===== src/rtl/spq_pkg.sv =====
`default_nettype none

package spq_pkg;

	localparam int CAPACITY_DEF = 16;
	localparam int VALUE_W      = 32;
	localparam int PRIO_W       = 8;
	localparam int OCC_W        = 5;

	typedef enum logic [0:0] {
		FN_ENQ = 1'b0,
		FN_DEQ = 1'b1
	} func_t;

	typedef enum logic [1:0] {
		ST_INSERTED = 2'd0,
		ST_REMOVED  = 2'd1,
		ST_EMPTY    = 2'd2,
		ST_FULL     = 2'd3
	} status_t;

	typedef struct packed {
		logic signed [VALUE_W-1:0] value;
		logic        [PRIO_W-1:0]  prio;
	} entry_t;

	// broadcast to every cell
	typedef struct packed {
		logic   enq;
		logic   deq;
		entry_t ins;
	} cell_ctl_t;

endpackage

`default_nettype wire


===== src/rtl/spq_if.sv =====
`default_nettype none

interface spq_in_if import spq_pkg::*; ();
	logic                      valid;
	logic                      ready;
	func_t                     func;
	logic signed [VALUE_W-1:0] item_value;
	logic        [PRIO_W-1:0]  item_priority;

	modport source (output valid, func, item_value, item_priority, input ready);
	modport sink   (input valid, func, item_value, item_priority, output ready);
endinterface

interface spq_out_if import spq_pkg::*; ();
	logic                      valid;
	logic                      ready;
	logic signed [VALUE_W-1:0] out_value;
	logic        [PRIO_W-1:0]  out_priority;
	status_t                   status;
	logic        [OCC_W-1:0]   occupancy;

	modport source (output valid, out_value, out_priority, status, occupancy, input ready);
	modport sink   (input valid, out_value, out_priority, status, occupancy, output ready);
endinterface

`default_nettype wire


===== src/rtl/spq_cell.sv =====
`default_nettype none

module spq_cell import spq_pkg::*; #(
	parameter int CNT_W = 5,
	parameter int IDX   = 0
) (
	input  wire logic             clk,
	input  wire cell_ctl_t        ctl,
	input  wire logic [CNT_W-1:0] count,
	input  wire logic             left_ge,
	input  wire entry_t           left_entry,
	input  wire entry_t           right_entry,
	output      logic             ge,
	output      entry_t           entry
);

	entry_t entry_q;
	logic   occupied;

	assign occupied = CNT_W'(IDX) < count;
	// held entry stays ahead of the new one
	assign ge       = occupied && (entry_q.prio >= ctl.ins.prio);
	assign entry    = entry_q;

	always_ff @(posedge clk) begin
		if (ctl.enq && !ge) begin
			entry_q <= left_ge ? ctl.ins : left_entry;
		end else if (ctl.deq) begin
			entry_q <= right_entry;
		end
	end

endmodule

`default_nettype wire


===== src/rtl/sorted_priority_queue.sv =====
// Response is registered: valid in the cycle after the request transfer.
// Throughput: one item per cycle unless the response side stalls; every cell
//   compares and shifts in parallel; the response register refills as taken.
// Reset (arst_n low, asynchronous): occupancy to zero, response register empty.
//   Entry storage is not cleared; slots at or above the count are never read.
`default_nettype none

module sorted_priority_queue import spq_pkg::*; #(
	parameter int CAPACITY = CAPACITY_DEF
) (
	input wire logic clk,
	input wire logic arst_n,
	spq_in_if.sink   req,
	spq_out_if.source rsp
);

	localparam int CNT_W = $clog2(CAPACITY + 1);

	logic [CNT_W-1:0] count_q;
	logic [CNT_W-1:0] count_nxt;
	logic             rsp_valid_q;
	entry_t           rsp_entry_q;
	status_t          rsp_status_q;
	logic [OCC_W-1:0] rsp_occ_q;

	logic      accept;
	logic      full;
	logic      empty;
	cell_ctl_t ctl;
	status_t   status_nxt;
	entry_t    result_nxt;

	logic   ge  [CAPACITY];
	entry_t ent [CAPACITY];

	// Take a new request whenever the response slot is free or draining.
	assign req.ready = !rsp_valid_q || rsp.ready;
	assign accept    = req.valid && req.ready;

	assign full  = count_q == CNT_W'(CAPACITY);
	assign empty = count_q == '0;

	// Gate shifts so a dropped enqueue or an empty dequeue leaves the row alone.
	assign ctl.enq        = accept && (req.func == FN_ENQ) && !full;
	assign ctl.deq        = accept && (req.func == FN_DEQ) && !empty;
	assign ctl.ins.value  = req.item_value;
	assign ctl.ins.prio   = req.item_priority;

	// Row of cells, highest priority at index 0. On insert, each cell keeps,
	// takes the new entry (first cell whose left neighbor is ahead), or takes
	// its left neighbor. On remove, each cell takes its right neighbor.
	for (genvar i = 0; i < CAPACITY; i++) begin : g_cell
		logic   left_ge;
		entry_t left_entry;
		entry_t right_entry;

		if (i == 0) begin : g_head
			assign left_ge    = 1'b1;
			assign left_entry = ctl.ins;
		end else begin : g_body
			assign left_ge    = ge[i-1];
			assign left_entry = ent[i-1];
		end

		if (i == CAPACITY - 1) begin : g_tail
			assign right_entry = ent[i];
		end else begin : g_mid
			assign right_entry = ent[i+1];
		end

		spq_cell #(
			.CNT_W (CNT_W),
			.IDX   (i)
		) u_cell (
			.clk         (clk),
			.ctl         (ctl),
			.count       (count_q),
			.left_ge     (left_ge),
			.left_entry  (left_entry),
			.right_entry (right_entry),
			.ge          (ge[i]),
			.entry       (ent[i])
		);
	end

	always_comb begin
		count_nxt  = count_q;
		result_nxt = '0;
		if (req.func == FN_ENQ) begin
			if (full) begin
				status_nxt = ST_FULL;
			end else begin
				status_nxt = ST_INSERTED;
				count_nxt  = count_q + 1'b1;
			end
		end else begin
			if (empty) begin
				status_nxt = ST_EMPTY;
			end else begin
				status_nxt = ST_REMOVED;
				result_nxt = ent[0];
				count_nxt  = count_q - 1'b1;
			end
		end
	end

	always_ff @(posedge clk or negedge arst_n) begin
		if (!arst_n) begin
			count_q     <= '0;
			rsp_valid_q <= 1'b0;
		end else begin
			if (accept) begin
				count_q     <= count_nxt;
				rsp_valid_q <= 1'b1;
			end else if (rsp.ready) begin
				rsp_valid_q <= 1'b0;
			end
		end
	end

	// response payload, no reset needed
	always_ff @(posedge clk) begin
		if (accept) begin
			rsp_entry_q  <= result_nxt;
			rsp_status_q <= status_nxt;
			rsp_occ_q    <= OCC_W'(count_nxt);
		end
	end

	assign rsp.valid        = rsp_valid_q;
	assign rsp.out_value    = rsp_entry_q.value;
	assign rsp.out_priority = rsp_entry_q.prio;
	assign rsp.status       = rsp_status_q;
	assign rsp.occupancy    = rsp_occ_q;

	// Assertions

	a_count_bound: assert property (@(posedge clk) disable iff (!arst_n)
		count_q <= CNT_W'(CAPACITY))
		else $error("occupancy beyond capacity");

	a_count_hold: assert property (@(posedge clk) disable iff (!arst_n)
		!accept |=> $stable(count_q))
		else $error("occupancy changed without a transfer");

	a_insert_status: assert property (@(posedge clk) disable iff (!arst_n)
		(accept && req.func == FN_ENQ && !full) |=>
			(rsp.valid && rsp.status == ST_INSERTED && count_q == $past(count_q) + 1'b1))
		else $error("insert not reported");

	a_remove_head: assert property (@(posedge clk) disable iff (!arst_n)
		(accept && req.func == FN_DEQ && !empty) |=>
			(rsp.status == ST_REMOVED && rsp.out_priority == $past(ent[0].prio)))
		else $error("remove did not return head entry");

endmodule

`default_nettype wire


===== src/flat_wrapper.sv =====
// flat-port wrapper written by rule: the top's interface ports become plain ports
module sorted_priority_queue_flat import spq_pkg::*;
#(
	parameter int CAPACITY = CAPACITY_DEF
)
  (clk, arst_n, req_valid, req_func, req_item_value, req_item_priority, req_ready, rsp_valid, rsp_out_value, rsp_out_priority, rsp_status, rsp_occupancy, rsp_ready);
  spq_in_if req_i ();
  spq_out_if rsp_i ();
  input wire logic clk;
  input wire logic arst_n;
  input wire logic [$bits(req_i.valid)-1:0] req_valid;
  input wire logic [$bits(req_i.func)-1:0] req_func;
  input wire logic [$bits(req_i.item_value)-1:0] req_item_value;
  input wire logic [$bits(req_i.item_priority)-1:0] req_item_priority;
  output wire logic [$bits(req_i.ready)-1:0] req_ready;
  output wire logic [$bits(rsp_i.valid)-1:0] rsp_valid;
  output wire logic [$bits(rsp_i.out_value)-1:0] rsp_out_value;
  output wire logic [$bits(rsp_i.out_priority)-1:0] rsp_out_priority;
  output wire logic [$bits(rsp_i.status)-1:0] rsp_status;
  output wire logic [$bits(rsp_i.occupancy)-1:0] rsp_occupancy;
  input wire logic [$bits(rsp_i.ready)-1:0] rsp_ready;
  assign req_i.valid = req_valid;
  assign req_i.func = req_func;
  assign req_i.item_value = req_item_value;
  assign req_i.item_priority = req_item_priority;
  assign req_ready = req_i.ready;
  assign rsp_valid = rsp_i.valid;
  assign rsp_out_value = rsp_i.out_value;
  assign rsp_out_priority = rsp_i.out_priority;
  assign rsp_status = rsp_i.status;
  assign rsp_occupancy = rsp_i.occupancy;
  assign rsp_i.ready = rsp_ready;
  sorted_priority_queue #(.CAPACITY(CAPACITY)) u_core (.clk(clk), .arst_n(arst_n), .req(req_i), .rsp(rsp_i));
endmodule

===== config.mk =====
export PLATFORM = sky130hd
export DESIGN_NAME = sorted_priority_queue_flat
export DESIGN_NICKNAME = d
export VERILOG_FILES = /design/src/rtl/spq_pkg.sv /design/src/rtl/spq_if.sv /design/src/rtl/spq_cell.sv /design/src/rtl/sorted_priority_queue.sv /design/src/flat_wrapper.sv
export SDC_FILE = /design/constraint.sdc
export NUM_CORES = 2
export LEC_CHECK = 0
export BUFFER_PORTS_ARGS = -buffer_cell sky130_fd_sc_hd__buf_2
export CAP_MARGIN = 20
export CORE_MARGIN = 8
export CORE_UTILIZATION = 50
export CTS_CLUSTER_SIZE = 16
export DETAILED_ROUTE_END_ITERATION = 8
export PLACE_DENSITY = 0.76
export SYNTH_ARGS = -nofsm -noshare
export SYNTH_HDL_FRONTEND = slang
export SYNTH_SLANG_ARGS = --single-unit

===== constraint.sdc =====
create_clock -name clk -period 5.7 [get_ports clk]
set_input_delay 0.57 -clock clk [delete_from_list [all_inputs] [get_ports clk]]
set_output_delay 0.57 -clock clk [all_outputs]
set_load 0.1 [all_outputs]

==> results by group <==
Outcome
  • Status: finished, final reports clean

Route
  • Final WL: 102 mm
  • Antenna viol nets, final: 0
  • DR vias: 25800
  • DR pass1 iterations: 5
  • First-iteration detailed-routing DRC count: 2799
  • DRC viols: 0
  • Vias per std cell: 6.10
  • Drt wl/cell: 24.0 um

Timing
  • Final Cycle Share: 77.2%
  • Slew HR: 25.5%
  • Final min period: 4400 ps
  • RSZ-0062 raised after global routing: false
  • WHS: 152 ps
  • Final Max Slew Viols: 0
  • Final hold vios: 0
  • Clock skew: 19.9 ps
  • Final WS setup: 1300 ps
  • Fmax: 227 MHz
  • Final setup violation count: 0
  • Final TNS setup: 0 ps
  • Worst Max-Slew Pin Slew: 1120 ps

Critical path
  • Critical Path Source Type: register
  • Crit path max-delay family: simple AND/OR/NAND/NOR gates
  • Critical path, cell by cell: inv_1 -> ha_1 -> a31o_2 -> nor2_2 -> nand3_4 -> nand2_2 -> buf_4
  • Slowest stage delay, CP: 860 ps
  • CP endpoint kind: register
  • WP buf/inv: 2
  • Crit Path Max Fanout: 42
  • CP Data Required Time: 5960 ps
  • Slowest CP cell: nor2_2
  • CP Class: reg2reg
  • Arrival @ worst endpoint: 4660 ps

GRT
  • GRT met2 Usage: 37.6%
  • Pin count of the biggest net entering global routing: 81
  • GR peak layer: met2
  • Number of global-route vias before repair: 25100
  • Met3 GRT Util: 5.27%
  • Total global-route track usage: 24.0%
  • Grt met1 use: 32.9%
  • Initial antenna violation count: 0
  • Gr ovfl total: 0
  • First-pass GRT wire length: 154 mm

Die
  • Die outline height: 287 um
  • Die area: 0.0824 mm2
  • Chip width: 287 um
  • Starting density of the core: 50.5%
  • Row count: 99
  • I/O Pins: 94
  • CORE AREA: 0.0728 mm2

Pwr
  • Total power draw: 17.7 mW
  • P per Cell Area: 435 mW/mm2
  • Worst vdd ir: 0.000335 V
  • Lkg Pwr: 15.8 nW

Finish
  • # nets final: 3388
  • Non-Filler Instances: 4232
  • Share of layout cells above drive strength 1: 11.2%
  • Most common cell after layout, fill and taps aside: edfxtp_1
  • Commonest cells after routing, fill and taps aside: 687 x edfxtp_1, 552 x mux2i_1, 494 x nand2_1
  • Fill cell count: 6061
  • Area grow syn2layout: 11.1%

Placed design
  • DP Cell Count: 4090
  • Pre-CTS WS: 1390 ps
  • Routability congestion estimate from global placement: 0.935
  • I/O Buffers: 93
  • DPL Wire Length: 65.5 mm

CTS
  • Bufs on Longest Clock Path: 3
  • Sink Count: 693
  • Worst-path clk slew: 60 ps
  • Root Buffer: clkbuf_16
  • Total CTS buffers: 76
  • CTS tree: done
  • H-tree Lvls: 3
  • Clock latency at the later pin of the worst-skew pair: 640 ps
  • # resized after CTS: 0

Yosys
  • Ys async rst share: 0.866%
  • Syn_nets: 3378
  • Part of the Yosys area used for sequential elements: 56.5%
  • Ys Warns: 0
  • Netlist Area Pre-Place: 0.0367 mm2
  • Yosys reg bits: 693
  • Synth Flop Type: edfxtp_1
  • Post-synth EDFFs: 687
  • Post-synthesis cell type count: 55
  • Cells after Synth: 3201
  • Syn_area_per_cell: 11.5 um2

Min path
  • Worst Hold Class: in2reg

Job
  • MaxCap Viol Count: 0
logic make-up after synthesis:
| logic type | after synthesis | share of synthesized area [%] |
|---|---|---|
| fa+ha+maj | 132 | 4.49 |
| simple gates | 763 | 8.39 |
| xor+xnor | 4 | 0.0954 |
| buf+inv | 268 | 2.97 |
| mux | 627 | 17.3 |
| compound gates | 714 | 10.2 |
| flops | 693 | 56.5 |
registers in the layout, summed over array words and instances, names as in the netlist:
register	flops
u_core.rsp.out_priority	8
u_core.rsp.valid	1
u_core.rsp.status	2
u_core.g_cell.u_cell.entry	640
u_core.rsp.occupancy	5
u_core.rsp.out_value	32
u_core.count_q	5
report_power, final:
group | switching [mW] | internal [mW] | leakage [nW]
Sequential | 0.556 | 6.82 | 6.56
Combinational | 3.53 | 1.99 | 8.05
Clock | 2.10 | 2.75 | 1.18
timing repair:
item                                    in CTS  in global routing
hold buffers                                 1                  0
hold endpoints to repair                     6                  0
endpoints found under the setup margin       0                  0
buffers inserted                             0                  0
cell usage after synthesis (9+ instances only):
cell type  number  area share (%)
edfxtp_1      687              56
mux2i_1       552              15
nand2_1       508             5.2
o21ai_0       472             6.4
a21oi_1       182             2.5
nor2_1        161             1.6
clkbuf_1      158             1.6
ha_1          132             4.5
buf_2          52            0.71
and3_1         41            0.70
mux2_1         39             1.2
mux2_2         36             1.1
inv_1          26            0.27
buf_1          25            0.26
a211oi_1       13            0.27
nor3_1         13            0.18
nor2b_1        11            0.19
o21ai_1        10            0.14
nand2b_1        9            0.15
layer usage:
| layer | up-vias | wire, um |
|---|---|---|
| met1 | 12700 | 43200 |
| met4 | 0 | 3020 |
| li1 | 11800 | - |
| met2 | 1163 | 46400 |
| met5 | - | 0 |
| met3 | 193 | 9100 |
final cells by class:
type	instances	area [um2]	area share [%]
Antenna cell	1	2.50	0.00613
Sequential cell	693	20800	50.9
Tap cell	959	1200	2.94
Clock inverter	44	363	0.889
Inverter	28	105	0.258
Timing Repair Buffer	172	1180	2.89
Multi-Input combinational cell	2240	15200	37.2
Clock buffer	95	2020	4.94
worst paths after layout:
kind                                               start                                           to  slack, ps  cells past startpoint
min                                            req_valid                 u_core.rsp.valid$_DFFE_PN0P_        150                      2
min reg2reg                 u_core.rsp.valid$_DFFE_PN0P_                 u_core.rsp.valid$_DFFE_PN0P_        530                      2
max in group asynchronous                         arst_n                u_core.count_q[4]$_DFFE_PN0P_       5250                      2
min in group asynchronous                         arst_n                 u_core.rsp.valid$_DFFE_PN0P_        300                      2
max                        u_core.count_q[1]$_DFFE_PN0P_  u_core.g_cell[2].u_cell.entry[12]$_DFFE_PP_       1300                      7
max reg2reg                u_core.count_q[1]$_DFFE_PN0P_  u_core.g_cell[2].u_cell.entry[12]$_DFFE_PP_       1300                      7
per-stage QoR:
step | util [%] | instance area (um2)
2_1_floorplan | - | 36700
3_3_place_gp | 52.7 | 38400
3_5_place_dp | 52.7 | 38400
4_1_cts | 56.0 | 40800
5_1_grt | 56.0 | 40800
6_report | 56.0 | 40800
Note: power is estimated with default switching activity, not from simulation.
